$ cat config.mk
export PLATFORM = sky130hd
export DESIGN_NAME = mqmt_ctrl
export DESIGN_NICKNAME = d
export VERILOG_FILES = /design/src/design/mqmt_pkg.sv /design/src/design/mqmt_ctrl.sv
export SDC_FILE = /design/constraint.sdc
export NUM_CORES = 1
export LEC_CHECK = 0
export ABC_AREA = 1
export BUFFER_PORTS_ARGS = -buffer_cell sky130_fd_sc_hd__buf_2
export CORE_AREA = 10 10 47 49
export CTS_BUF_LIST = sky130_fd_sc_hd__clkbuf_16
export DETAILED_ROUTE_END_ITERATION = 8
export DIE_AREA = 0 0 57 59
export SYNTH_ARGS = -nofsm -noshare
export SYNTH_HDL_FRONTEND = slang
export SYNTH_SLANG_ARGS = --single-unit
$ cat constraint.sdc
create_clock -name i_clk -period 1.25 [get_ports i_clk]
set_input_delay 0.25 -clock i_clk [delete_from_list [all_inputs] [get_ports i_clk]]
set_output_delay 0.25 -clock i_clk [all_outputs]
set_load 0.05 [all_outputs]
$ cat src/design/mqmt_pkg.sv
`timescale 1ns / 1ps
// ============================================================================
// mqmt_pkg
// Shared types and codes of the multi-queue message table.
// ============================================================================
package mqmt_pkg;

    localparam int FUNC_W = 3;
    localparam int QID_W  = 4;
    localparam int MSG_W  = 32;
    localparam int LEN_W  = 5;
    localparam int STAT_W = 3;

    typedef enum logic [FUNC_W-1:0] {
        FN_CREATE  = 3'd0,
        FN_SEND    = 3'd1,
        FN_RECEIVE = 3'd2,
        FN_DISABLE = 3'd3,
        FN_ENABLE  = 3'd4,
        FN_CLEAR   = 3'd5
    } t_func;

    typedef enum logic [STAT_W-1:0] {
        RC_OK         = 3'd0,
        RC_BAD        = 3'd1,
        RC_FULL       = 3'd2,
        RC_EMPTY      = 3'd3,
        RC_TABLE_FULL = 3'd4,
        RC_BAD_LEN    = 3'd5
    } t_status;

    typedef struct packed {
        logic [FUNC_W-1:0] func;
        logic [QID_W-1:0]  queue_id;
        logic [MSG_W-1:0]  message;
        logic [LEN_W-1:0]  queue_length;
    } t_item;

    typedef struct packed {
        logic capture;
        logic meta_rd;
        logic exec_imm;
        logic store_rd;
        logic emit_msg;
    } t_cmd;

    typedef struct packed {
        logic need_msg;
        logic emit_last;
        logic out_free;
    } t_stat;

endpackage

$ cat src/design/mqmt_ctrl.sv
`timescale 1ns / 1ps
// ============================================================================
// mqmt_ctrl
// Sequencer: steps one operation through metadata read, decision and
// message read-out.
// ============================================================================
module mqmt_ctrl (
    input  logic            i_clk,
    input  logic            i_rst_n,
    input  logic            i_in_valid,
    input  mqmt_pkg::t_stat i_stat,
    output logic            o_in_ready,
    output mqmt_pkg::t_cmd  o_cmd
);
    import mqmt_pkg::*;

    typedef enum logic [2:0] {
        S_IDLE,
        S_META,
        S_DECIDE,
        S_EMIT,
        S_CLR_RD
    } t_state;

    t_state r_state;
    t_state n_state;
    logic   r_in_ready;

    always_comb begin
        n_state = r_state;
        o_cmd   = '0;
        case (r_state)
            S_IDLE: begin
                o_cmd.capture = i_in_valid;
                if (i_in_valid) begin
                    n_state = S_META;
                end
            end
            S_META: begin
                o_cmd.meta_rd = 1'b1;
                n_state       = S_DECIDE;
            end
            S_DECIDE: begin
                if (i_stat.need_msg) begin
                    o_cmd.store_rd = 1'b1;
                    n_state        = S_EMIT;
                end else if (i_stat.out_free) begin
                    o_cmd.exec_imm = 1'b1;
                    n_state        = S_IDLE;
                end
            end
            S_EMIT: begin
                if (i_stat.out_free) begin
                    o_cmd.emit_msg = 1'b1;
                    n_state        = i_stat.emit_last ? S_IDLE : S_CLR_RD;
                end
            end
            S_CLR_RD: begin
                o_cmd.store_rd = 1'b1;
                n_state        = S_EMIT;
            end
            default: begin
                n_state = S_IDLE;
            end
        endcase
    end

    always_ff @(posedge i_clk) begin
        if (!i_rst_n) begin
            r_state    <= S_IDLE;
            r_in_ready <= 1'b1;
        end else begin
            r_state    <= n_state;
            r_in_ready <= (n_state == S_IDLE);
        end
    end

    assign o_in_ready = r_in_ready;

endmodule

==> metrics.log <==
INFO  metric post_cts_hold_buffer_count = 0
INFO  metric cts_max_level = 1
INFO  metric tns = -0.164 ns
INFO  metric wire_length_of_the_first_global_routing_pass = between 1000 and 1500 µm
INFO  metric finalWeightedCongestion = just over 0.7
INFO  metric detail_route.wirelength = between 600 and 700 µm
INFO  metric rsz0062_at_grt = yes
INFO  metric routedLengthMet1 = 217 µm
INFO  metric run_status = finished with violations
INFO  metric min_period_over_period = 1.04
INFO  metric place_worst_setup_slack = 0.0542 ns
INFO  metric peakVddDrop = 0.00136 V
INFO  metric hold_path_class = in2reg
INFO  metric multiInputGateArea = between 150 and 200 µm²
INFO  metric start_util = 0.177
INFO  metric share_of_post_route_cells_with_drive_strength_above_1 = 0.589
INFO  metric chipWidth = between 50 and 60 µm
INFO  metric drt_pass1_iterations = 4
INFO  metric num_io_pins = 12
INFO  metric grt_max_degree = 6
INFO  metric path_class = reg2out
INFO  metric area.sequential = just over 90 µm²
INFO  metric grt-ovfl-total = 0
INFO  metric end_kind = primary output
INFO  metric report.final.hold_viol_count = 0
INFO  metric via_per_inst = between 3 and 4
INFO  metric synth_top_family_by_area = simple AND/OR/NAND/NOR gates
INFO  metric slowest_stage = dfxtp_4
INFO  metric vias = ~280
INFO  metric clock_sink_count = 4
INFO  metric startpoint_type = flop
INFO  metric ratio_of_total_power_to_cell_area = 1620 mW/mm²
INFO  metric yosysSeqAreaShare = 0.323
INFO  metric design.core.area = 0.00140 mm²
INFO  metric violations = setup timing
INFO  metric place.detailed.hpwl = around 560 µm
INFO  metric dr.first_iter.drc_count = 2
INFO  metric finalWorstPathRequiredPeriod = about 1.3 ns
INFO  metric syn2layout_area_growth = 101%
INFO  metric die-height = about 59 µm
INFO  metric antenna_left = 0
INFO  metric synth.distinct_cells = 10
INFO  metric n_antenna_cell = 0
INFO  metric post_layout_worst_setup_margin = -0.0511 ns
INFO  metric route.detailed.drc = 0
INFO  metric synth_adder_area_share = 0
INFO  metric netlist_area = between 200 and 250 µm²
INFO  metric rows = 14
INFO  metric antenna_violations_before_repair = 0
INFO  metric design.final.nets = 64
INFO  metric post-layout-total-power = just over 0.8 mW
INFO  metric tritoncts = built
INFO  metric design.die.area = between 0.003 and 0.004 mm²
INFO  metric post_synth_and_or_nand_nor_area_fraction = 0.540
INFO  metric syn-num-nets = between 40 and 50
INFO  metric clkTransAtPathRegs = approximately 0.03 ns
INFO  metric root_buffer = clkbuf_16
INFO  metric postSynthRegisterBits = 4
INFO  metric crit_chain = inv_2 > nor2_4 > nand3_2 > nand2_2 > buf_8
INFO  metric routed_wire_length_per_instance = roughly 9.6 µm
INFO  metric syn_avg_cell_area = just over 6 µm²
INFO  metric maxCapViolCount = 0
INFO  metric fillerInstances = ~160
INFO  metric final_util = 0.354
INFO  metric synth.mux.area_fraction = 0
INFO  metric critical_path_required = 1.00 ns
INFO  metric syn_inst = 40
INFO  metric cpLargestDelayFamily = flip-flops
INFO  metric timing_max_transition_violations_final = 0
INFO  metric yosysWarningCount = 0
INFO  metric io_buffer_count = 11
INFO  metric clk-insertion-delay-late = ~0.22 ns
INFO  metric cp_slowest_stage_delay = about 0.37 ns
INFO  metric vias_in_the_first_global_route = 300
INFO  metric worst_slew_margin_rel = 0.832
INFO  metric groute.usage.overall = 0.0480
INFO  metric met3WireLength = between 30 and 40 µm
INFO  metric cts_buffer_depth = 2
INFO  metric max_layer_used = met4
INFO  metric worst_clock_skew = ~0.00024 ns
INFO  metric tritoncts.num_buffers = 3
INFO  metric route.met2.wl = 413 µm
INFO  metric final-setup-viol-count = 4
INFO  metric worst-path-max-fanout = 4
INFO  metric fmaxAchievable = about 770 MHz
INFO  metric synth_compound_gate_area_share = 0
INFO  metric crit_arrival = around 1.1 ns
INFO  metric leakagePower = around 0.25 nW
INFO  metric worst-path-buf-inv = 2
INFO  metric tightest_slew = about 0.25 ns
INFO  metric yosys.area_share.xor_xnor = 0
-- where the power goes --
part	total, mW	leakage, nW	internal (mW)	switching, mW
registers	0.150	0.0351	0.137	0.0126
logic	0.159	0.182	0.0545	0.104
clock network	0.497	0.0370	0.408	0.0885
total	0.805	0.254	0.600	0.205
-- state kept, by name, summed over array words and instances, names as in the netlist --
name,cells
r_state,3
o_in_ready,1
-- layer usage --
layer | vias up | GRT usage
met5 | - | 0
met4 | 0 | 0.0503
met3 | 2 | 0.0236
met2 | 6 | 0.0899
met1 | 121 | 0.0321
li1 | 153 | -
-- cell type report --
| class | count | share of cell area |
|---|---|---|
| Inverter | 9 | 0.0730 |
| Tap cell | 16 | 0.0403 |
| Multi-Input combinational cell | 27 | 0.340 |
| Sequential cell | 4 | 0.184 |
| Clock buffer | 3 | 0.151 |
| Timing Repair Buffer | 13 | 0.212 |
-- per-stage QoR --
| step | instance area [µm²] | hold WS, ns | cells |
|---|---|---|---|
| floorplan | 265 | 0.319 | 40 |
| global placement | 340 | 0.437 | 67 |
| detailed placement | 340 | 0.436 | 67 |
| CTS | 475 | 0.203 | 72 |
| global route | 497 | 0.213 | 72 |
| finish | 497 | 0.204 | 72 |
-- synthesized netlist by cell type --
cell,number,area (µm²)
nor3_4,1,16.3
nand3_1,4,20.0
nor2_1,7,26.3
nand2_2,3,18.8
nand2_1,9,33.8
inv_1,5,18.8
nor2_2,2,12.5
nor4_1,1,6.26
dfxtp_1,4,80.1
inv_2,4,15.0
-- placed cells by master (no fill, tap or decap) --
| cell type | Yosys | layout |
|---|---|---|
| buf_2 | 0 | 6 |
| buf_4 | 0 | 2 |
| buf_6 | 0 | 4 |
| buf_8 | 0 | 1 |
| clkbuf_16 | 0 | 3 |
| dfxtp_1 | 4 | 1 |
| dfxtp_4 | 0 | 3 |
| inv_1 | 5 | 5 |
| inv_2 | 4 | 3 |
| inv_4 | 0 | 1 |
| nand2_1 | 9 | 9 |
| nand2_2 | 3 | 2 |
| nand2_4 | 0 | 1 |
| nand3_1 | 4 | 3 |
| nand3_2 | 0 | 1 |
| nor2_1 | 7 | 5 |
| nor2_2 | 2 | 3 |
| nor2_4 | 0 | 1 |
| nor3_4 | 1 | 1 |
| nor4_4 | 0 | 1 |
-- worst register-to-register path: cells and delay by family, from the launching register on --
family	cells	cell delay, ns
simple gates	6	0.41
flops	1	0.37
buf+inv	2	0.17
-- worst paths after layout --
| path | cells past startpoint | slack (ns) | end | from |
|---|---|---|---|---|
| hold reg to reg | 4 | 0.70 | r_state[1]$_SDFF_PN0_ | r_state[2]$_SDFF_PN0_ |
| hold / removal | 2 | 0.20 | o_in_ready$_SDFF_PN1_ | i_rst_n |
| setup / recovery | 5 | -0.05 | o_cmd[1] | r_state[1]$_SDFF_PN0_ |
| setup reg to reg | 8 | 0.21 | o_in_ready$_SDFF_PN1_ | r_state[1]$_SDFF_PN0_ |
-- kinds of logic after synthesis --
group | after synthesis
flops | 4
buf+inv | 9
simple gates | 27
-- timing repair --
action / 4_1_cts / 5_1_grt
setup buffers: 2 / 0
gates resized for setup: 15 / 6
hold endpoints to repair: 0 / 0
pin swaps: 3 / 2
endpoints found under the setup margin: 5 / 5
(Power assumes the default switching activity.)
